**src/rtl/wisc_pkg.sv**
```systemverilog
// shared types, constants and classification functions for the beacon security classifier
// no dependencies; imported by wisc_parser, the top level and the two verif modules
package wisc_pkg;

  localparam logic [7:0]  EID_RSN     = 8'd48;
  localparam logic [7:0]  EID_VENDOR  = 8'd221;
  localparam logic [7:0]  WPA_TYPE    = 8'h01;
  localparam logic [7:0]  WPA_MIN_LEN = 8'd4;
  localparam logic [23:0] OUI_RSN     = 24'hac0f00;
  localparam logic [23:0] OUI_WPA     = 24'hf25000;

  // last body offset before the pairwise count starts
  localparam logic [8:0] RSN_HDR_END = 9'd7;
  localparam logic [8:0] WPA_HDR_END = 9'd11;
  // last body offset of the wpa oui/type check
  localparam logic [8:0] WPA_ID_END  = 9'd5;
  localparam logic [8:0] WPA_TYPE_AT = 9'd5;

  localparam int CAP_PRIVACY = 4;
  localparam int AKM_SAE     = 0;
  localparam int AKM_8021X   = 1;
  localparam int AKM_PSK     = 2;
  localparam int CIPHER_TKIP = 2;
  localparam int CIPHER_CCMP = 4;

  typedef enum logic [1:0] {
    KIND_NONE,
    KIND_RSN,
    KIND_WPA
  } kind_t;

  typedef enum logic [2:0] {
    PH_HEADER,
    PH_PCOUNT,
    PH_PSUITE,
    PH_ACOUNT,
    PH_ASUITE,
    PH_DONE
  } phase_t;

  typedef enum logic [3:0] {
    SEC_OPEN,
    SEC_WEP,
    SEC_WPA3_SAE,
    SEC_WPA3_MIX,
    SEC_WPA2_MIX,
    SEC_WPA2_AES,
    SEC_WPA2_TKIP,
    SEC_EAP,
    SEC_WPA_MIX,
    SEC_WPA_AES,
    SEC_WPA_TKIP
  } sec_class_t;

  // one item handed from the input stage to the parser
  typedef struct packed {
    logic       step;
    logic       present;
    logic       last;
    logic [7:0] ie_byte;
  } wisc_item_t;

  // what the classifier needs from the parser
  typedef struct packed {
    logic [1:0] found;
    logic [7:0] rsn_akm;
    logic [7:0] rsn_cipher;
    logic [7:0] wpa_akm;
    logic [7:0] wpa_cipher;
    logic       any_seen;
  } wisc_summary_t;

  function automatic logic [7:0] oui_byte(kind_t kind, logic [1:0] idx);
    logic [23:0] oui;
    logic [7:0]  res;
    oui = (kind == KIND_RSN) ? OUI_RSN : OUI_WPA;
    case (idx)
      2'd0:    res = oui[7:0];
      2'd1:    res = oui[15:8];
      2'd2:    res = oui[23:16];
      default: res = 8'h00;
    endcase
    return res;
  endfunction

  function automatic sec_class_t by_cipher(logic [7:0] c, sec_class_t mixed,
                                           sec_class_t aes, sec_class_t tkip);
    sec_class_t res;
    if (c[CIPHER_CCMP] && c[CIPHER_TKIP]) begin
      res = mixed;
    end else if (c[CIPHER_CCMP]) begin
      res = aes;
    end else begin
      res = tkip;
    end
    return res;
  endfunction

  function automatic sec_class_t classify(wisc_summary_t s, logic [15:0] cap);
    sec_class_t res;
    if (!cap[CAP_PRIVACY]) begin
      res = SEC_OPEN;
    end else if (!s.any_seen) begin
      res = SEC_WEP;
    end else if (s.found[0] && s.rsn_akm[AKM_SAE]) begin
      res = s.rsn_akm[AKM_PSK] ? SEC_WPA3_MIX : SEC_WPA3_SAE;
    end else if (s.found[0] && s.rsn_akm[AKM_PSK]) begin
      res = by_cipher(s.rsn_cipher, SEC_WPA2_MIX, SEC_WPA2_AES, SEC_WPA2_TKIP);
    end else if (s.found[0] && s.rsn_akm[AKM_8021X]) begin
      res = SEC_EAP;
    end else if (s.found[1] && s.wpa_akm[AKM_PSK]) begin
      res = by_cipher(s.wpa_cipher, SEC_WPA_MIX, SEC_WPA_AES, SEC_WPA_TKIP);
    end else if (s.found[1] && s.wpa_akm[AKM_8021X]) begin
      res = SEC_EAP;
    end else if (s.found == 2'b00) begin
      res = SEC_WEP;
    end else begin
      res = SEC_OPEN;
    end
    return res;
  endfunction

endpackage

```
**src/rtl/wifi_ie_security_classifier.sv**
```systemverilog
// top level of the beacon security classifier: input stage, parser, result register
// depends on wisc_pkg and wisc_parser
//
// usage
//   input channel in_*: one information-element byte of a beacon per item,
//   with the capability word alongside; in_tuser says whether the byte is real
//   (an empty buffer is sent as one item with in_tuser low and in_tlast high)
//   and in_tlast marks the final item of the beacon
//   result channel out_*: one item per beacon, issued for the in_tlast item,
//   carrying the security class and the rsn / wpa element found flags
//   path: the last input item is held in the input register, then passes through the
//   parser into the result register
//   throughput: one input item per cycle; only the last item of a beacon can
//   wait, and only while the result register is full and not being taken
//   stall: out_tready low holds the result; the input register keeps taking
//   non-last items, and in_tready drops once a last item waits behind a full
//   result register
//   reset: synchronous rst_n low empties both registers and returns the
//   element walker to the start of a buffer
module wifi_ie_security_classifier (
  input  logic        clk,
  input  logic        rst_n,
  input  logic        in_tvalid,
  output logic        in_tready,
  input  logic [23:0] in_tdata,   // [7:0] ie_byte, [23:8] cap_word
  input  logic        in_tuser,   // [0] byte_present
  input  logic        in_tlast,
  output logic        out_tvalid,
  input  logic        out_tready,
  output logic [7:0]  out_tdata   // [3:0] security_class, [4] rsn_seen,
                                  // [5] wpa_seen, [7:6] zero
);
  import wisc_pkg::*;

  // input register
  logic        in_valid_r, in_valid_nxt;
  logic [7:0]  byte_r;
  logic        present_r;
  logic [15:0] cap_r;
  logic        last_r;

  // result register
  logic        out_valid_r, out_valid_nxt;
  sec_class_t  class_r;
  logic        rsn_r;
  logic        wpa_r;

  logic          in_take;
  logic          advance;
  logic          out_load;
  wisc_item_t    item;
  wisc_summary_t summary;
  sec_class_t    class_now;

  // a last item needs room in the result register, other items never wait
  assign advance   = in_valid_r && (!last_r || !out_valid_r || out_tready);
  assign out_load  = advance && last_r;
  assign in_tready = !in_valid_r || advance;
  assign in_take   = in_tvalid && in_tready;

  always_comb begin
    if (in_take) begin
      in_valid_nxt = 1'b1;
    end else if (advance) begin
      in_valid_nxt = 1'b0;
    end else begin
      in_valid_nxt = in_valid_r;
    end
  end

  always_comb begin
    if (out_load) begin
      out_valid_nxt = 1'b1;
    end else if (out_tready) begin
      out_valid_nxt = 1'b0;
    end else begin
      out_valid_nxt = out_valid_r;
    end
  end

  always_ff @(posedge clk) begin
    if (!rst_n) begin
      in_valid_r  <= 1'b0;
      out_valid_r <= 1'b0;
    end else begin
      in_valid_r  <= in_valid_nxt;
      out_valid_r <= out_valid_nxt;
    end
  end

  // payload registers, no reset needed
  always_ff @(posedge clk) begin
    if (in_take) begin
      byte_r    <= in_tdata[7:0];
      cap_r     <= in_tdata[23:8];
      present_r <= in_tuser;
      last_r    <= in_tlast;
    end
    if (out_load) begin
      class_r <= class_now;
      rsn_r   <= summary.found[0];
      wpa_r   <= summary.found[1];
    end
  end

  assign item.step    = advance;
  assign item.present = present_r;
  assign item.last    = last_r;
  assign item.ie_byte = byte_r;

  wisc_parser u_parser (
    .clk       (clk),
    .rst_n     (rst_n),
    .item_i    (item),
    .summary_o (summary)
  );

  // class from the element state including this item's byte
  assign class_now = classify(summary, cap_r);

  assign out_tvalid = out_valid_r;
  assign out_tdata  = {2'b00, wpa_r, rsn_r, class_r};

endmodule

```
**src/rtl/wisc_parser.sv**
```systemverilog
// element walker: per-byte tlv state and rsn / wpa suite collection
// depends on wisc_pkg
module wisc_parser (
  input  logic                   clk,
  input  logic                   rst_n,
  input  wisc_pkg::wisc_item_t    item_i,
  output wisc_pkg::wisc_summary_t summary_o
);
  import wisc_pkg::*;

  logic [8:0]  off_r, off_upd, off_nxt;
  logic [7:0]  type_r, type_upd, type_nxt;
  logic [7:0]  len_r, len_upd, len_nxt;
  kind_t       kind_r, kind_upd, kind_nxt;
  phase_t      phase_r, phase_upd, phase_nxt;
  logic [15:0] left_r, left_upd, left_nxt;
  logic [1:0]  idx_r, idx_upd, idx_nxt;
  logic        ouiok_r, ouiok_upd, ouiok_nxt;
  logic [7:0]  sakm_r, sakm_upd, sakm_nxt;
  logic [7:0]  scip_r, scip_upd, scip_nxt;
  logic [7:0]  rakm_r, rakm_upd, rakm_nxt;
  logic [7:0]  rcip_r, rcip_upd, rcip_nxt;
  logic [7:0]  wakm_r, wakm_upd, wakm_nxt;
  logic [7:0]  wcip_r, wcip_upd, wcip_nxt;
  logic [1:0]  found_r, found_upd, found_nxt;
  logic        seen_r, seen_upd, seen_nxt;

  logic [7:0]  b;
  logic [7:0]  want;
  logic        m;
  logic [15:0] cnt;
  logic [15:0] dec;
  logic [8:0]  hdr_end;
  logic        take;

  assign b    = item_i.ie_byte;
  assign take = item_i.step && item_i.present;

  always_comb begin
    off_upd   = off_r;
    type_upd  = type_r;
    len_upd   = len_r;
    kind_upd  = kind_r;
    phase_upd = phase_r;
    left_upd  = left_r;
    idx_upd   = idx_r;
    ouiok_upd = ouiok_r;
    sakm_upd  = sakm_r;
    scip_upd  = scip_r;
    rakm_upd  = rakm_r;
    rcip_upd  = rcip_r;
    wakm_upd  = wakm_r;
    wcip_upd  = wcip_r;
    found_upd = found_r;
    seen_upd  = seen_r;

    want    = (off_r == WPA_TYPE_AT) ? WPA_TYPE
                                     : oui_byte(KIND_WPA, off_r[1:0] - 2'd2);
    m       = (b == oui_byte(kind_r, idx_r));
    cnt     = left_r | {b, 8'h00};
    dec     = left_r - 16'd1;
    hdr_end = (kind_r == KIND_RSN) ? RSN_HDR_END : WPA_HDR_END;

    if (take) begin
      seen_upd = 1'b1;
      if (off_r == 9'd0) begin
        type_upd = b;
      end else if (off_r == 9'd1) begin
        len_upd  = b;
        kind_upd = KIND_NONE;
        if (type_r == EID_RSN && !found_r[0]) begin
          kind_upd = KIND_RSN;
        end else if (type_r == EID_VENDOR && b >= WPA_MIN_LEN && !found_r[1]) begin
          kind_upd = KIND_WPA;
        end
        phase_upd = PH_HEADER;
        left_upd  = 16'd0;
        idx_upd   = 2'd0;
        ouiok_upd = 1'b1;
        sakm_upd  = 8'd0;
        scip_upd  = 8'd0;
      end else if (kind_r != KIND_NONE) begin
        if (kind_r == KIND_WPA && off_r <= WPA_ID_END) begin
          // vendor oui and type must read 00-50-f2-01
          if (b != want) begin
            kind_upd = KIND_NONE;
          end
        end else begin
          unique case (phase_r)
            PH_HEADER: begin
              if (off_r >= hdr_end) begin
                phase_upd = PH_PCOUNT;
                idx_upd   = 2'd0;
              end
            end
            PH_PCOUNT, PH_ACOUNT: begin
              if (idx_r == 2'd0) begin
                left_upd = {8'h00, b};
                idx_upd  = 2'd1;
              end else begin
                left_upd = cnt;
                idx_upd  = 2'd0;
                if (phase_r == PH_PCOUNT) begin
                  phase_upd = (cnt != 16'd0) ? PH_PSUITE : PH_ACOUNT;
                end else begin
                  phase_upd = (cnt != 16'd0) ? PH_ASUITE : PH_DONE;
                end
              end
            end
            PH_PSUITE, PH_ASUITE: begin
              if (idx_r != 2'd3) begin
                ouiok_upd = (idx_r == 2'd0) ? m : (ouiok_r & m);
                idx_upd   = idx_r + 2'd1;
              end else begin
                if (ouiok_r) begin
                  if (phase_r == PH_PSUITE) begin
                    scip_upd = scip_r | (8'd1 << b[2:0]);
                  end else begin
                    sakm_upd = sakm_r | (8'd1 << b[2:0]);
                  end
                end
                idx_upd  = 2'd0;
                left_upd = dec;
                if (dec == 16'd0) begin
                  phase_upd = (phase_r == PH_PSUITE) ? PH_ACOUNT : PH_DONE;
                end
              end
            end
            default: begin
            end
          endcase
        end
      end

      // element end: commit a candidate that fit inside the buffer
      if (off_r != 9'd0 && off_r == ({1'b0, len_upd} + 9'd1)) begin
        if (kind_upd == KIND_RSN) begin
          found_upd[0] = 1'b1;
          rakm_upd     = sakm_upd;
          rcip_upd     = scip_upd;
        end else if (kind_upd == KIND_WPA) begin
          found_upd[1] = 1'b1;
          wakm_upd     = sakm_upd;
          wcip_upd     = scip_upd;
        end
        kind_upd = KIND_NONE;
        off_upd  = 9'd0;
      end else begin
        off_upd = off_r + 9'd1;
      end
    end
  end

  // a last item clears everything for the next beacon
  always_comb begin
    if (item_i.step && item_i.last) begin
      off_nxt   = 9'd0;
      type_nxt  = 8'd0;
      len_nxt   = 8'd0;
      kind_nxt  = KIND_NONE;
      phase_nxt = PH_HEADER;
      left_nxt  = 16'd0;
      idx_nxt   = 2'd0;
      ouiok_nxt = 1'b1;
      sakm_nxt  = 8'd0;
      scip_nxt  = 8'd0;
      rakm_nxt  = 8'd0;
      rcip_nxt  = 8'd0;
      wakm_nxt  = 8'd0;
      wcip_nxt  = 8'd0;
      found_nxt = 2'b00;
      seen_nxt  = 1'b0;
    end else begin
      off_nxt   = off_upd;
      type_nxt  = type_upd;
      len_nxt   = len_upd;
      kind_nxt  = kind_upd;
      phase_nxt = phase_upd;
      left_nxt  = left_upd;
      idx_nxt   = idx_upd;
      ouiok_nxt = ouiok_upd;
      sakm_nxt  = sakm_upd;
      scip_nxt  = scip_upd;
      rakm_nxt  = rakm_upd;
      rcip_nxt  = rcip_upd;
      wakm_nxt  = wakm_upd;
      wcip_nxt  = wcip_upd;
      found_nxt = found_upd;
      seen_nxt  = seen_upd;
    end
  end

  always_ff @(posedge clk) begin
    if (!rst_n) begin
      off_r   <= 9'd0;
      type_r  <= 8'd0;
      len_r   <= 8'd0;
      kind_r  <= KIND_NONE;
      phase_r <= PH_HEADER;
      left_r  <= 16'd0;
      idx_r   <= 2'd0;
      ouiok_r <= 1'b1;
      sakm_r  <= 8'd0;
      scip_r  <= 8'd0;
      rakm_r  <= 8'd0;
      rcip_r  <= 8'd0;
      wakm_r  <= 8'd0;
      wcip_r  <= 8'd0;
      found_r <= 2'b00;
      seen_r  <= 1'b0;
    end else begin
      off_r   <= off_nxt;
      type_r  <= type_nxt;
      len_r   <= len_nxt;
      kind_r  <= kind_nxt;
      phase_r <= phase_nxt;
      left_r  <= left_nxt;
      idx_r   <= idx_nxt;
      ouiok_r <= ouiok_nxt;
      sakm_r  <= sakm_nxt;
      scip_r  <= scip_nxt;
      rakm_r  <= rakm_nxt;
      rcip_r  <= rcip_nxt;
      wakm_r  <= wakm_nxt;
      wcip_r  <= wcip_nxt;
      found_r <= found_nxt;
      seen_r  <= seen_nxt;
    end
  end

  // summary after this item's byte, before the end-of-beacon clear
  assign summary_o.found      = found_upd;
  assign summary_o.rsn_akm    = rakm_upd;
  assign summary_o.rsn_cipher = rcip_upd;
  assign summary_o.wpa_akm    = wakm_upd;
  assign summary_o.wpa_cipher = wcip_upd;
  assign summary_o.any_seen   = seen_upd;

endmodule

```
**config.mk**
```make
export PLATFORM = sky130hd
export DESIGN_NAME = wifi_ie_security_classifier
export DESIGN_NICKNAME = d
export VERILOG_FILES = /design/src/rtl/wisc_pkg.sv /design/src/rtl/wifi_ie_security_classifier.sv /design/src/rtl/wisc_parser.sv
export SDC_FILE = /design/constraint.sdc
export NUM_CORES = 1
export LEC_CHECK = 0
export ABC_CLOCK_PERIOD_IN_PS = 13100
export BUFFER_PORTS_ARGS = -buffer_cell sky130_fd_sc_hd__buf_2
export CAP_MARGIN = 20
export CORE_ASPECT_RATIO = 0.9
export CORE_MARGIN = 2
export CORE_UTILIZATION = 50
export CTS_CLUSTER_SIZE = 25
export DETAILED_ROUTE_END_ITERATION = 16
export PLACE_DENSITY_LB_ADDON = 0.2
export SLEW_MARGIN = 20
export SYNTH_ARGS = -nofsm -noshare
export SYNTH_HDL_FRONTEND = slang
export SYNTH_SLANG_ARGS = --single-unit
```
**constraint.sdc**
```tcl
create_clock -name clk -period 13.1 [get_ports clk]
set_input_delay 1.31 -clock clk [delete_from_list [all_inputs] [get_ports clk]]
set_output_delay 1.31 -clock clk [all_outputs]
set_load 0.1 [all_outputs]
```
==> summary.txt, run 1 <==
Run status
  • Status: complete, no violations

Clock network
  • CTS tree: yes
  • # resized after CTS: 0
  • # hold bufs at CTS: 0
  • Postcts setup bufs: 0
  • Deepest clock path buffer count: 2
  • Clock tree sinks: 85
  • H-tree depth: 3
  • Clock root buffer: clkbuf_16
  • Worst skew pair latency: 360 ps
  • Clock transition at path regs: 60 ps
  • CTS Buf Count: 9

Yosys
  • Area leader, netlist: dfxtp_1
  • Dominant synthesized flop cell: dfxtp_1
  • Post-synth top area share: 25.1%
  • Post-synth ARST share: 0%
  • Synth Register Bits: 85
  • Number of synthesis warnings: 0
  • Top post-synthesis cells by area: dfxtp_1 25%, edfxtp_1 9.4%, nor2_1 5.2%, nand2_1 4.4%, mux2i_1 4.2%
  • Syn Area/Cell: 8.05 um2
  • Cell area after synthesis: 5430 um2
  • Yosys cell types: 75
  • Sequential cell area fraction in the yosys report: 34.4%
  • Cell count after synthesis: 675
  • EDFF count, synth: 17

Layout
  • Synth-to-layout area growth: 7.05%
  • Antenna Diode Count: 0
  • Proportion of layout cells with a drive suffix above 1: 9.25%
  • Commonest non-fill, non-tap cell in the layout: nor2_1
  • Finished Cell Area: 5820 um2
  • Commonest non-fill, non-tap cells in the layout: 76 x nor2_1, 68 x dfxtp_1, 64 x nand2_1, 43 x a21oi_1, 31 x o21ai_0
  • Area of the multi-input gates: 3270 um2
  • Fillers: 997
  • Seq. cell area: 1870 um2
  • Nets: 708

STA
  • Max Fclk: 0.186 GHz
  • Hold Violations, Final: 0
  • Worst Tran Pin Value: 955 ps
  • RSZ-0062 raised after global routing: no
  • Setup TNS Final: 0 ps
  • Ratio of final minimum period to clock period: 41.0%
  • Fin crit period: 5370 ps
  • Max-slew violations: 0
  • Final setup viols: 0
  • Max_slew headroom: 36.0%
  • Worst Skew: 8.45 ps

Die
  • Die X: 114 um
  • Core Footprint: 10,700 um2
  • Row cnt: 36
  • Die Span Y: 103 um
  • DIE AREA: 11,700 um2
  • Ports: 40
  • Initial Util: 50.7%

GRT
  • First-pass GRT wire length: 23.5 mm
  • Vias in the first global route: 4,596
  • GRT overflow: 0
  • Total GRT Usage: 25.4%
  • Initial antenna violation count: 0
  • Largest net degree at the start of global routing: 51

Power and ir drop
  • Sw Share: 26.1%
  • Internal: 0.416 mW
  • Gate power share: 7.4%
  • Max IR drop VDD: 0.0000729 V
  • Sequential group share of total power: 49.8%
  • Clock network fraction of total power: 42.8%
  • Psw: 0.147 mW
  • P per Cell Area: 96.8 nW/um2
  • P_leak: 2.05 nW

Worst setup path
  • WP data arrival: 5470 ps
  • Startpoint Class: flop
  • Reg2Reg Launch Point: u_parser.off_r[0]
  • CP endpoint kind: flop
  • Flop2flop setup slack: 7730 ps
  • CP Max Fanout: 11
  • CP Class: flop to flop
  • R2R depth: 15
  • Critical Path Sink: class_r[1]
  • CP Launch Point: u_parser.off_r[0]
  • R2R Path End: class_r[1]
  • WP data required: 13,190 ps

Detailed routing
  • First DRT Iteration DRCs: 407
  • DRC violations left: 0
  • Antenna-violating nets left: 0
  • Vias: 5,017
  • Routed WL: 14.2 mm
  • Wire length per cell: 17.7 um
  • DRT Pass-1 Iters: 5
  • Drt via density: 6.25

Placed design
  • DP Area: 5540 um2
  • RePlAce Congestion: 0.918
  • Post-DP HPWL: 9.87 mm
  • Port bufs: 22

Worst hold path
  • Hold WC Path Type: flop to flop

Flow run
  • Max Cap Viol: 0
-- cell usage after synthesis (8+ instances only) --
master / count
edfxtp_1: 17
xor2_1: 17
dfxtp_1: 68
and2_1: 10
nand4_1: 14
clkbuf_1: 41
inv_1: 22
o31ai_1: 8
xnor2_1: 8
nor3_1: 30
ha_1: 13
a21oi_1: 43
mux2i_1: 23
nand2_1: 64
nor2_1: 76
nor4_1: 8
nand3_1: 27
nand2b_1: 9
nor2b_1: 15
and3_1: 8
o21ai_0: 31
a211oi_1: 9
-- how the worst min path moves through the flow --
stage                         end  depth (start not counted)               start  slack, ps
3_3_place_gp   u_parser.sakm_r[0]                          2  u_parser.sakm_r[0]        440
5_1_grt        u_parser.sakm_r[1]                          2  u_parser.sakm_r[1]        480
6_report       u_parser.sakm_r[1]                          2  u_parser.sakm_r[1]        460
3_5_place_dp   u_parser.sakm_r[1]                          2  u_parser.sakm_r[1]        450
2_1_floorplan  u_parser.scip_r[4]                          2  u_parser.scip_r[4]        440
4_1_cts        u_parser.sakm_r[1]                          2  u_parser.sakm_r[1]        460
-- power by group through the flow --
stage,registers (mW),logic [mW],clock network [mW]
2_1_floorplan,0.283,0.0315,0
3_3_place_gp,0.286,0.0406,0
3_5_place_dp,0.286,0.0411,0
4_1_cts,0.280,0.0413,0.247
5_1_grt,0.281,0.0457,0.255
6_report,0.280,0.0416,0.241
-- area by class of cell --
| type | instances | area share [%] |
|---|---|---|
| sequential | 85 | 32.2 |
| clock buffer | 10 | 4.11 |
| multi-input combinational | 519 | 56.1 |
| clock inverter | 6 | 0.624 |
| timing repair buffer | 28 | 2.67 |
| inverter | 22 | 1.42 |
| tap | 133 | 2.86 |
-- sequential cells by signal, indices dropped and copies added, names as in the netlist, 2 cells and up --
name	count
byte_r	8
u_parser.found_r	2
u_parser.scip_r	2
u_parser.kind_r	2
u_parser.type_r	8
u_parser.len_r	8
u_parser.off_r	9
u_parser.rcip_r	2
u_parser.sakm_r	3
u_parser.left_r	16
class_r	4
u_parser.idx_r	2
u_parser.wcip_r	2
u_parser.phase_r	3
u_parser.rakm_r	3
u_parser.wakm_r	2
-- per-layer routing --
| metal | up-vias | routed length, um | global-route usage (%) | share of wire, % |
|---|---|---|---|---|
| met3 | 37 | 1020 | 6.53 | 7.2 |
| met5 | - | 0 | 0 | 0 |
| met2 | 173 | 6280 | 40.8 | 44 |
| met1 | 2390 | 6520 | 33.5 | 46 |
| li1 | 2417 | - | - | - |
| met4 | 0 | 344 | 9.01 | 2.4 |
-- stage by stage --
stage / hold WS [ps] / util, % / setup WS (ps) / instances / total power, mW
2_1_floorplan: 436 / - / 8310 / 676 / 0.315
3_3_place_gp: 443 / 51.7 / 7870 / 787 / 0.326
3_5_place_dp: 449 / 51.7 / 7830 / 787 / 0.327
4_1_cts: 457 / 54.3 / 7820 / 803 / 0.568
5_1_grt: 477 / 54.3 / 7270 / 803 / 0.581
6_report: 456 / 54.3 / 7730 / 803 / 0.563
-- critical path, cell delays in order, from the launching register on --
cell and delay [ps]:
dfxtp_1 560, ha_1 250, or4b_4 530, nor4_4 450, mux2i_1 210, inv_1 110
ha_1 330, nand3_1 130, xor2_1 190, mux2i_1 280, xnor2_2 170, nand4_1 300
nor3_2 810, mux2i_1 280, nor4_1 370, o31ai_1 130
-- logic make-up after synthesis --
| family | count (synthesis) | share of synthesized area, % |
|---|---|---|
| fa+ha+maj | 13 | 2.99 |
| flops | 85 | 34.4 |
| buf+inv | 72 | 5.73 |
| compound gates | 158 | 19.8 |
| simple gates | 295 | 28.0 |
| other cells | 1 | 0.0690 |
| mux | 25 | 4.65 |
| xor+xnor | 26 | 4.33 |
No activity file was read; power rests on OpenSTA's default activity.
==> inputs of run 2 (changes only) <==
- ABC_CLOCK_PERIOD_IN_PS: 13100 -> 5500
- clock period: 13.1 -> 5.5 ns (I/O delays scaled with it)
==> run 2 against run 1 <==
  * Sequential share of layout area is essentially flat
  * Cell count decreased by 0.12%
  * Die area unchanged
  * Sequential power up 140%
  * Register-to-register slack worse by 7100 ps
  * Global-route usage shrank 0.14 points
  * Total power increased by 140%
  * Critical path depth is 2 higher
  * Combinational power rose by 140%
  * Core utilization is 0.070 points higher
  * Routed wire length is 0.28% lower
  * Count of clock-buffer cells in the layout increased by 1
==> summary.txt, run 2 (synthesis results as in run 1) <==
Layout
  • Finished Cell Area: 5820 um2
  • Most flop-heavy register: u_parser.left_r
  • Max FFs per register: 16
  • Nets: 708
  • Commonest non-fill, non-tap cells in the layout: 76 x nor2_1, 68 x dfxtp_1, 64 x nand2_1, 43 x a21oi_1, 31 x o21ai_0
  • Seq. cell area: 1870 um2
  • Area of the multi-input gates: 3270 um2
  • Antenna Diode Count: 0
  • Utilization after layout: 54.3%
  • Fillers: 1,013
  • Synth-to-layout area growth: 7.18%
  • Top flop regs: u_parser.left_r x16, u_parser.off_r x9
  • Proportion of layout cells with a drive suffix above 1: 9.12%
  • Commonest non-fill, non-tap cell in the layout: nor2_1

Run status
  • Status: complete, no violations

Detailed routing
  • First DRT Iteration DRCs: 359
  • Wire length per cell: 17.6 um
  • DRT Pass-1 Iters: 5
  • Met2 wire length: 6.11 mm
  • Top layer in use: met4
  • Vias: 4,986
  • Routed WL: 14.1 mm
  • DRC violations left: 0
  • Wire length on met3: 1.10 mm
  • Antenna-violating nets left: 0
  • Routed metal-1 wirelength: 6.64 mm
  • Drt via density: 6.22

STA
  • Worst Tran Pin Value: 952 ps
  • Ratio of final minimum period to clock period: 87.9%
  • Worst Skew: 6.60 ps
  • Final setup viols: 0
  • Max_slew headroom: 36.4%
  • Max Fclk: 0.207 GHz
  • Hold Violations, Final: 0
  • Setup TNS Final: 0 ps
  • RSZ-0062 raised after global routing: no
  • Fin crit period: 4830 ps
  • Max-slew violations: 0

Die
  • Core Footprint: 10,700 um2
  • Initial Util: 50.7%
  • Ports: 40
  • Die X: 114 um
  • DIE AREA: 11,700 um2
  • Die Span Y: 103 um
  • Row cnt: 36

Worst setup path
  • Startpoint Class: flop
  • CP endpoint kind: flop
  • CP max stage cell: or4b_4
  • WP data arrival: 5000 ps
  • CP Class: flop to flop
  • Worst path max stage delay: 540 ps
  • CP Max Fanout: 11
  • Cell chain of the critical path: inv_1 -> ha_1 -> or4b_4 -> nor4_4 -> mux2i_1 -> inv_1 -> ha_1 -> nand3_1 -> xor2_1 -> mux2i_1 -> xnor2_2 -> nand4_1 -> nor3_2 -> buf_4 -> mux2_2 -> nor3b_1 -> a211oi_1
  • WP data required: 5670 ps

Placed design
  • DP Area: 5540 um2
  • Post-DP HPWL: 9.63 mm
  • RePlAce Congestion: 0.941
  • Port bufs: 22

Clock network
  • Clock transition at path regs: 60 ps
  • Clock tree sinks: 85
  • # hold bufs at CTS: 0
  • # resized after CTS: 0
  • Deepest clock path buffer count: 2
  • CTS tree: yes
  • Worst skew pair latency: 340 ps
  • CTS Buf Count: 9
  • H-tree depth: 3
  • Postcts setup bufs: 0
  • Clock root buffer: clkbuf_16

Power and ir drop
  • P per Cell Area: 234 nW/um2
  • P_leak: 2.05 nW
  • Max IR drop VDD: 0.000177 V

GRT
  • First-pass GRT wire length: 23.3 mm
  • Total GRT Usage: 25.3%
  • Vias in the first global route: 4,554
  • Initial antenna violation count: 0
  • GRT overflow: 0
  • Largest net degree at the start of global routing: 51

Flow run
  • Max Cap Viol: 0

Worst hold path
  • Hold WC Path Type: input pin to flop
## run 2: layout make-up
cell class | count | area share (%)
flip-flops and latches | 85 | 32.1
multi-input cells | 519 | 56.1
inverters | 22 | 1.42
well taps | 133 | 2.86
clock inverters | 4 | 0.859
clock buffers | 11 | 4.00
repair buffers | 28 | 2.66
## run 2: path summary, 6_finish.rpt
| kind | startpoint | to | slack, ps | cells after the start |
|---|---|---|---|---|
| worst min register to register | u_parser.sakm_r[2] | u_parser.sakm_r[2] | 450 | 2 |
| worst min-delay path | in_tdata[0] | byte_r[0] | 380 | 1 |
| worst max-delay path | u_parser.off_r[1] | class_r[0] | 670 | 17 |
| worst max register to register | u_parser.off_r[1] | class_r[0] | 670 | 17 |
## run 2: metal layers
layer  vias up  track usage, %
met5         -               0
met2       211            39.9
met1      2329            35.3
met3        22            3.94
li1       2424               -
met4         0            9.29
## run 2: stage by stage
stage / setup slack [ps] / std cells / hold WS (ps) / power (mW)
6_report: 666 / 802 / 379 / 1.36
5_1_grt: 437 / 802 / 374 / 1.41
4_1_cts: 684 / 802 / 375 / 1.37
3_5_place_dp: 692 / 787 / 446 / 0.778
3_3_place_gp: 806 / 787 / 443 / 0.776
2_1_floorplan: 711 / 676 / 436 / 0.749
## run 2: worst max-delay path, delay by kind of cell, from the launching register on
kind	cells	cell delay (ps)
xor+xnor	2	250
flops	1	410
buf+inv	3	480
compound gates	1	230
fa+ha+maj	2	510
mux	3	1040
simple gates	6	1750
## run 2: where the power goes
part           internal [mW]  switching [mW]  total (mW)
sequential             0.646          0.0205       0.667
combinational         0.0291          0.0711       0.100
clock                  0.349           0.247       0.595
total                   1.02           0.338        1.36
